<file path="src/design/pfpcw_pkg.sv">
`default_nettype none

package pfpcw_pkg;

	// Default table geometry.
	localparam int TABLE_ENTRIES_DEF = 16;
	localparam int COUNT_BITS_DEF    = 16;

	// Fixed field widths of the stream and configuration ports.
	localparam int ID_BITS       = 64;
	localparam int OUT_CNT_BITS  = 16;
	localparam int MARK_BITS     = 16;
	localparam int CFG_ADDR_BITS = 1;

	// Operation codes carried in the low bits of s_tuser.
	typedef enum logic [1:0] {
		ACT_PUSH  = 2'd0,
		ACT_POP   = 2'd1,
		ACT_QUERY = 2'd2
	} action_t;

	// Configuration register indexes.
	localparam logic [CFG_ADDR_BITS-1:0] REG_LOW_MARK       = 1'd0;
	localparam logic [CFG_ADDR_BITS-1:0] REG_TRIGGER_ENABLE = 1'd1;

	// Sequencer states.
	typedef enum logic [3:0] {
		ST_IDLE   = 4'b0001,
		ST_SCAN   = 4'b0010,
		ST_DRAIN  = 4'b0100,
		ST_UPDATE = 4'b1000
	} state_t;

endpackage

`default_nettype wire

</file>
<file path="src/design/per_flow_packet_count_watermark_core.sv">
`default_nettype none

// Per-flow queued-packet counter with a low-mark watermark. Each input
// transaction names a 64-bit connection id and an operation (push, pop or
// query); the block looks the id up in a table of TABLE_ENTRIES entries and
// returns exactly one result transaction with the resulting count and the
// limit, low-trigger and table-full flags. The lookup is a linear scan with a
// single shared 64-bit comparator reading one table entry per cycle from the
// entry memory. An accepted transaction then passes through ST_SCAN, which
// reads every table entry in turn, ST_DRAIN, which compares the last entry
// read, and ST_UPDATE, which writes the table and loads the result into the
// output register. s_tready stays low during that time and returns the cycle
// after, so a new transaction is taken only once the last one is through.
// The result sits in its own output register, so the next transaction can
// be accepted while a result still waits for m_tready; only the final table
// write waits for the output register to be free, and while it waits that
// transaction stays in ST_UPDATE.
// Configuration writes take effect on the clock edge at which cfg_we is high
// and should be issued only while the block is idle. No clearing pass is
// needed after reset: entry validity lives in flip-flops that reset clears at
// once.
module per_flow_packet_count_watermark_core
	import pfpcw_pkg::*;
#(
	parameter int TABLE_ENTRIES = TABLE_ENTRIES_DEF,
	parameter int COUNT_BITS    = COUNT_BITS_DEF
) (
	input  wire logic                     clk,
	input  wire logic                     arst_n,
	// Configuration write port.
	input  wire logic                     cfg_we,
	input  wire logic [CFG_ADDR_BITS-1:0] cfg_addr,
	input  wire logic [MARK_BITS-1:0]     cfg_data,
	// Input stream.
	input  wire logic                     s_tvalid,
	output logic                          s_tready,
	input  wire logic [ID_BITS-1:0]       s_tdata,   // [63:0] net_id
	input  wire logic [2:0]               s_tuser,   // [1:0] action, [2] report_limit
	// Result stream.
	output logic                          m_tvalid,
	input  wire logic                     m_tready,
	output logic [OUT_CNT_BITS-1:0]       m_tdata,   // [15:0] count
	output logic [2:0]                    m_tuser    // [0] limit_reached, [1] low_trigger,
	                                                 // [2] table_full
);

	localparam int IW = $clog2(TABLE_ENTRIES);
	// Width wide enough to compare a stored count against the 16-bit mark.
	localparam int CW = (COUNT_BITS > MARK_BITS) ? COUNT_BITS : MARK_BITS;
	localparam logic [COUNT_BITS-1:0] COUNT_MAX = {COUNT_BITS{1'b1}};
	localparam logic [COUNT_BITS-1:0] COUNT_ONE = COUNT_BITS'(1);
	localparam logic [IW-1:0]         LAST_IDX  = IW'(TABLE_ENTRIES - 1);

	typedef struct packed {
		logic [ID_BITS-1:0]    id;
		logic [COUNT_BITS-1:0] cnt;
		logic                  marked;
	} entry_t;

	// Configuration registers.
	logic [MARK_BITS-1:0] low_mark_q;
	logic                 trig_en_q;

	// Sequencer and the transaction being worked on.
	state_t               state_q;
	logic [IW-1:0]        scan_idx_q;
	logic [ID_BITS-1:0]   id_q;
	logic [1:0]           action_q;
	logic                 report_q;

	// Entry table: validity in flip-flops, the rest in a memory.
	logic [TABLE_ENTRIES-1:0] valid_q;
	entry_t                   mem [TABLE_ENTRIES];
	entry_t                   rd_s1;
	logic                     cmp_vld_s1;
	logic [IW-1:0]            cmp_idx_s1;

	// Scan results.
	logic                 hit_q;
	logic [IW-1:0]        hit_idx_q;
	entry_t               hit_ent_q;
	logic                 free_q;
	logic [IW-1:0]        free_idx_q;

	// Output register.
	logic                    m_valid_q;
	logic [OUT_CNT_BITS-1:0] out_cnt_q;
	logic [2:0]              out_flags_q;

	// Update-step signals.
	logic                  upd_go;
	logic                  armed;
	logic [COUNT_BITS-1:0] cnt_inc;
	logic [COUNT_BITS-1:0] cnt_dec;
	logic [COUNT_BITS-1:0] res_cnt;
	logic                  res_limit;
	logic                  res_trig;
	logic                  res_full;
	logic                  mem_we;
	logic [IW-1:0]         mem_waddr;
	entry_t                mem_wdata;
	logic                  vset;
	logic                  vclr;
	logic [IW-1:0]         vidx;
	logic [CW-1:0]         low_ext;
	logic [CW-1:0]         res_ext;
	logic                  id_match;

	assign s_tready = (state_q == ST_IDLE);
	assign m_tvalid = m_valid_q;
	assign m_tdata  = out_cnt_q;
	assign m_tuser  = out_flags_q;

	assign upd_go   = (state_q == ST_UPDATE) && (!m_valid_q || m_tready);
	assign armed    = trig_en_q && (low_mark_q != '0);
	assign low_ext  = CW'(low_mark_q);
	assign cnt_inc  = (hit_ent_q.cnt == COUNT_MAX) ? hit_ent_q.cnt : hit_ent_q.cnt + COUNT_ONE;
	assign cnt_dec  = hit_ent_q.cnt - COUNT_ONE;
	assign res_ext  = CW'(res_cnt);
	assign id_match = cmp_vld_s1 && valid_q[cmp_idx_s1] && (rd_s1.id == id_q);

	// Decide the result and the table write once the scan is complete.
	always_comb begin
		res_cnt   = '0;
		res_limit = 1'b0;
		res_trig  = 1'b0;
		res_full  = 1'b0;
		mem_we    = 1'b0;
		mem_waddr = hit_idx_q;
		mem_wdata = hit_ent_q;
		vset      = 1'b0;
		vclr      = 1'b0;
		vidx      = hit_idx_q;
		unique case (action_q)
			ACT_PUSH: begin
				if (hit_q) begin
					res_cnt          = cnt_inc;
					res_limit        = report_q && armed && (CW'(cnt_inc) >= low_ext);
					mem_we           = upd_go;
					mem_wdata.cnt    = cnt_inc;
					mem_wdata.marked = hit_ent_q.marked | res_limit;
				end else if (free_q) begin
					res_cnt          = COUNT_ONE;
					mem_we           = upd_go;
					mem_waddr        = free_idx_q;
					mem_wdata.id     = id_q;
					mem_wdata.cnt    = COUNT_ONE;
					mem_wdata.marked = 1'b0;
					vset             = upd_go;
					vidx             = free_idx_q;
				end else begin
					res_full = 1'b1;
				end
			end
			ACT_POP: begin
				if (hit_q) begin
					if (hit_ent_q.cnt <= COUNT_ONE) begin
						// Last packet of the flow: free the entry.
						res_trig = hit_ent_q.marked && armed;
						vclr     = upd_go;
					end else begin
						res_cnt          = cnt_dec;
						res_trig         = hit_ent_q.marked && armed &&
						                   (CW'(cnt_dec) < low_ext);
						mem_we           = upd_go;
						mem_wdata.cnt    = cnt_dec;
						mem_wdata.marked = hit_ent_q.marked & ~res_trig;
					end
				end
			end
			default: begin
				// Query, and the unused code that behaves as one.
				if (hit_q) begin
					res_cnt = hit_ent_q.cnt;
				end
			end
		endcase
	end

	// Entry memory: one write port, one registered read port.
	always_ff @(posedge clk) begin
		if (mem_we) begin
			mem[mem_waddr] <= mem_wdata;
		end
		rd_s1 <= mem[scan_idx_q];
	end

	// Payload registers.
	always_ff @(posedge clk) begin
		if (s_tvalid && s_tready) begin
			id_q     <= s_tdata;
			action_q <= s_tuser[1:0];
			report_q <= s_tuser[2];
		end
		cmp_idx_s1 <= scan_idx_q;
		if (id_match && !hit_q) begin
			hit_idx_q <= cmp_idx_s1;
			hit_ent_q <= rd_s1;
		end
		if ((state_q == ST_SCAN) && !free_q && !valid_q[scan_idx_q]) begin
			free_idx_q <= scan_idx_q;
		end
		if (upd_go) begin
			// Counts wider than the result field saturate at its maximum.
			out_cnt_q   <= (res_ext > CW'({OUT_CNT_BITS{1'b1}})) ?
			               {OUT_CNT_BITS{1'b1}} : res_ext[OUT_CNT_BITS-1:0];
			out_flags_q <= {res_full, res_trig, res_limit};
		end
	end

	// Control state.
	always_ff @(posedge clk or negedge arst_n) begin
		if (!arst_n) begin
			state_q    <= ST_IDLE;
			scan_idx_q <= '0;
			cmp_vld_s1 <= 1'b0;
			hit_q      <= 1'b0;
			free_q     <= 1'b0;
			valid_q    <= '0;
			m_valid_q  <= 1'b0;
			low_mark_q <= '0;
			trig_en_q  <= 1'b0;
		end else begin
			if (cfg_we) begin
				unique case (cfg_addr)
					REG_LOW_MARK:       low_mark_q <= cfg_data;
					REG_TRIGGER_ENABLE: trig_en_q  <= cfg_data[0];
					default:            ;
				endcase
			end

			cmp_vld_s1 <= (state_q == ST_SCAN);
			if (id_match) begin
				hit_q <= 1'b1;
			end
			if ((state_q == ST_SCAN) && !valid_q[scan_idx_q]) begin
				free_q <= 1'b1;
			end

			if (vset) begin
				valid_q[vidx] <= 1'b1;
			end else if (vclr) begin
				valid_q[vidx] <= 1'b0;
			end

			if (upd_go) begin
				m_valid_q <= 1'b1;
			end else if (m_tready) begin
				m_valid_q <= 1'b0;
			end

			unique case (state_q)
				ST_IDLE: begin
					if (s_tvalid) begin
						scan_idx_q <= '0;
						hit_q      <= 1'b0;
						free_q     <= 1'b0;
						state_q    <= ST_SCAN;
					end
				end
				ST_SCAN: begin
					if (scan_idx_q == LAST_IDX) begin
						state_q <= ST_DRAIN;
					end else begin
						scan_idx_q <= scan_idx_q + IW'(1);
					end
				end
				ST_DRAIN: begin
					// The last entry read is compared in this cycle.
					state_q <= ST_UPDATE;
				end
				ST_UPDATE: begin
					if (upd_go) begin
						state_q <= ST_IDLE;
					end
				end
				default: begin
					state_q <= ST_IDLE;
				end
			endcase
		end
	end

endmodule

`default_nettype wire

</file>
<file path="config.mk">
export PLATFORM = sky130hd
export DESIGN_NAME = per_flow_packet_count_watermark_core
export DESIGN_NICKNAME = d
export VERILOG_FILES = /design/src/design/pfpcw_pkg.sv /design/src/design/per_flow_packet_count_watermark_core.sv
export SDC_FILE = /design/constraint.sdc
export NUM_CORES = 2
export LEC_CHECK = 0
export BUFFER_PORTS_ARGS = -buffer_cell sky130_fd_sc_hd__buf_2
export CAP_MARGIN = 20
export CELL_PAD_IN_SITES_DETAIL_PLACEMENT = 0
export CELL_PAD_IN_SITES_GLOBAL_PLACEMENT = 1
export CORE_MARGIN = 2
export CORE_UTILIZATION = 48
export CTS_CLUSTER_DIAMETER = 80
export DETAILED_ROUTE_END_ITERATION = 8
export PLACE_DENSITY_LB_ADDON = 0.1
export RECOVER_POWER = 50
export SLEW_MARGIN = 30
export SYNTH_ARGS = -nofsm -noshare
export SYNTH_HDL_FRONTEND = slang
export SYNTH_SLANG_ARGS = --single-unit
export TNS_END_PERCENT = 50
</file>
<file path="constraint.sdc">
create_clock -name clk -period 8.4 [get_ports clk]
set_input_delay 0.84 -clock clk [delete_from_list [all_inputs] [get_ports clk]]
set_output_delay 0.84 -clock clk [all_outputs]
set_load 0.02 [all_outputs]
</file>
==> flow_summary_export.csv <==
group,metric,value,unit
routing,first_pass_iters,5,
yosys,ys_types,69,
placed_design,io_buffers,109,
routing,ant_nets,0,
yosys,ys_async_sr_fraction,0.02811,
routing,drt-total-wl,161000,um
sta,finalCriticalPeriod,6.272,ns
layout,fillers,10200,
global_routing,antenna_found_initial,3,
worst_setup_path,worst_ep_required_time,8.70,ns
run_status,violations,"max-capacitance violations, max-slew violations",
clocking,clk_pin_slew,0.06,ns
worst_setup_path,path_delay_family,"buffers and inverters",
clocking,cts_hold_buf,0,
power_and_ir_drop,power_density,277.4,mW/mm^2
layout,final_common_cell,"edfxtp_1",
sta,fmax,159.4,MHz
yosys,synth-edff-count,1471,
power_and_ir_drop,clock_power_share,0.380,
routing,vias,33160,
power_and_ir_drop,ir_drop,0.0002261,V
layout,final_cell_mix,"1471 x edfxtp_1, 339 x nand2_1, 247 x mux2i_1",
power_and_ir_drop,p_sw,4.843,mW
clocking,clk_latency,0.79,ns
power_and_ir_drop,pwr-share-seq,0.485,
sta,relSlewSlack,-1.586,
power_and_ir_drop,pwr-share-comb,0.135,
layout,nets,3845,
routing,dr.first_iter.drc_count,3102,
yosys,netlist_area,0.06233,mm^2
routing,vias_per_cell,5.918,
worst_setup_path,cp_max_fo,51,
worst_setup_path,critPathKind,"reg2reg",
yosys,avgSynthCellArea,17.48,um^2
min_path,hp-class,"in2reg",
yosys,ys_seq_area_frac,0.7541,
floorplanning,dieArea,0.1328,mm^2
clocking,cts.repair_timing.setup_buffer_count,0,
layout,area.growth.synth_to_final,13.30,%
run_status,status,"finished with violations",
floorplanning,fp.coreArea,0.1292,mm^2
global_routing,grt_use_total,0.2438,
clocking,ctsResizeCount,0,
floorplanning,start_util,0.4826,
global_routing,grt_max_degree,135,
layout,drive_above_1_share,0.1622,
worst_setup_path,critPathMaxStageDelay,2.35,ns
sta,fin_tns_setup,0,ns
power_and_ir_drop,switching_share,0.2472,
global_routing,grt_pass1_vias,33070,
clocking,cts.sinks,1601,
global_routing,gr-total-overflow,0,
worst_setup_path,crit_path_top_delay_cell,"clkbuf_1",
routing,post_drt_wl_per_cell,28.73,um
sta,slew_viol_final,643,
yosys,yosys_warnings,0,
floorplanning,core.rowCount,132,
worst_setup_path,path_cells,"clkinv_1 > nand3_1 > clkbuf_1 > o21ai_2",
yosys,synth_seq_cells,1601,
floorplanning,die_h,364.4,um
sta,rsz0062_at_grt,"no",
routing,drc,0,
power_and_ir_drop,leakage,23.05,nW
clocking,cts_buffer_depth,3,
worst_setup_path,arrival,6.57,ns
yosys,synthFlopType,"edfxtp_1",
sta,worst_slew_pin_slew,3.880,ns
yosys,syn_nets,3691,
floorplanning,ioPinCount,110,
worst_setup_path,path_buf_inv,2,
power_and_ir_drop,intPower,14.75,mW
placed_design,gp_congestion,0.8292,
run,drv_cap,15,
clocking,ctsRootBufferMaster,"clkbuf_16",
floorplanning,die-width,364.4,um
sta,hold_viol_final,0,
worst_setup_path,end_kind,"flip-flop",
clocking,htree_levels,4,
yosys,synth_cells,3566,
worst_setup_path,r2r_setup_slack,2.13,ns
clocking,tritoncts,"done",
sta,period_share,0.7467,
layout,final_core_util,0.5468,
worst_setup_path,start_kind,"flip-flop",
global_routing,grt_pass1_wl,232500,um
sta,skew,0.02865,ns
placed_design,hpwlAfterDp,88820,um
sta,setup_violations,0,
clocking,cts_made_buffers,166,
## per-layer routing
layer	track usage	up-vias	wire [um]
li1	-	14470	-
met1	0.3424	17400	69960
met2	0.4035	1082	79250
met3	0.03506	210	8512
met4	0.06182	0	3231
met5	0	-	0
## worst register-to-register path, cell delays in order (launching register included)
cell and delay [ns]:
dfrtp_1 0.87, clkinv_1 0.48, nand3_1 1.31, clkbuf_1 2.37, o21ai_2 0.76
## through the flow
| step | hold WS (ns) | setup WS (ns) | area, um^2 | power (mW) | cells |
|---|---|---|---|---|---|
| 5_1_grt | 0.1760 | 1.665 | 70620 | 20.28 | 5601 |
| 3_5_place_dp | 0.3887 | 3.277 | 65240 | 12.32 | 5291 |
| 4_1_cts | 0.1310 | 3.277 | 70800 | 19.76 | 5598 |
| 3_3_place_gp | 0.3932 | 3.391 | 65140 | 12.27 | 5289 |
| 2_1_floorplan | 0.3843 | 2.188 | 62330 | 11.37 | 3566 |
| 6_report | 0.2246 | 2.128 | 70620 | 19.59 | 5603 |
## registers in the layout, summed over array words and instances, names as in the netlist, 16 cells and up
name	flops
id_q	64
low_ext	16
m_tdata	16
hit_ent_q	81
mem	1296
rd_s1	81
valid_q	16
## cells by family after synthesis
family,Yosys count,synth area share
muxes,504,0.1170
buffers and inverters,223,0.01367
adders and majority gates,36,0.007227
DFF,1601,0.7541
xor gates and xnor gates,68,0.009555
and+or+nand+nor,540,0.03874
AOI/OAI and AO/OA,594,0.05972
## power by group through the flow
| stage | clock [mW] | sequential (mW) | combinational, mW |
|---|---|---|---|
| 2_1_floorplan | 0 | 9.52 | 1.85 |
| 3_3_place_gp | 0 | 9.66 | 2.61 |
| 3_5_place_dp | 0 | 9.66 | 2.66 |
| 4_1_cts | 7.59 | 9.50 | 2.67 |
| 5_1_grt | 7.90 | 9.53 | 2.85 |
| 6_report | 7.44 | 9.50 | 2.65 |
## final timing paths
path                              from            end  cells past startpoint
max                              hit_q     mem[3][26]                      4
min reg2reg                   rd_s1[5]   hit_ent_q[5]                      0
max in group asynchronous       arst_n  scan_idx_q[0]                      2
min                        s_tdata[13]       id_q[13]                      1
min in group asynchronous       arst_n    low_ext[10]                      2
max reg2reg                      hit_q     mem[3][26]                      4
## Yosys cell counts (36+ instances only)
| master | number | area [um^2] |
|---|---|---|
| edfxtp_1 | 1471 | 44170 |
| nand2_1 | 340 | 1276 |
| mux2i_1 | 247 | 2472 |
| o21ai_0 | 246 | 1231 |
| mux4_2 | 171 | 3851 |
| clkbuf_1 | 142 | 533.0 |
| a21oi_1 | 110 | 550.5 |
| mux2_2 | 86 | 968.4 |
| a221oi_1 | 85 | 744.5 |
| dfxtp_1 | 85 | 1702 |
| a22oi_1 | 82 | 615.6 |
| nor2_1 | 54 | 202.7 |
| dfrtp_1 | 44 | 1101 |
| xor2_1 | 42 | 367.9 |
| inv_1 | 37 | 138.9 |
| ha_1 | 36 | 450.4 |
## final cells by class
| cell class | instances | area, um^2 | area share |
|---|---|---|---|
| Sequential cell | 1601 | 47010 | 0.6656 |
| Multi-Input combinational cell | 1742 | 14620 | 0.2070 |
| Clock buffer | 229 | 4721 | 0.06685 |
| Tap cell | 1742 | 2180 | 0.03086 |
| Timing Repair Buffer | 171 | 1102 | 0.01561 |
| Clock inverter | 78 | 843.3 | 0.01194 |
| Inverter | 38 | 142.6 | 0.002020 |
| Antenna cell | 2 | 5.005 | 0.00007087 |
(Power assumes the default switching activity.)
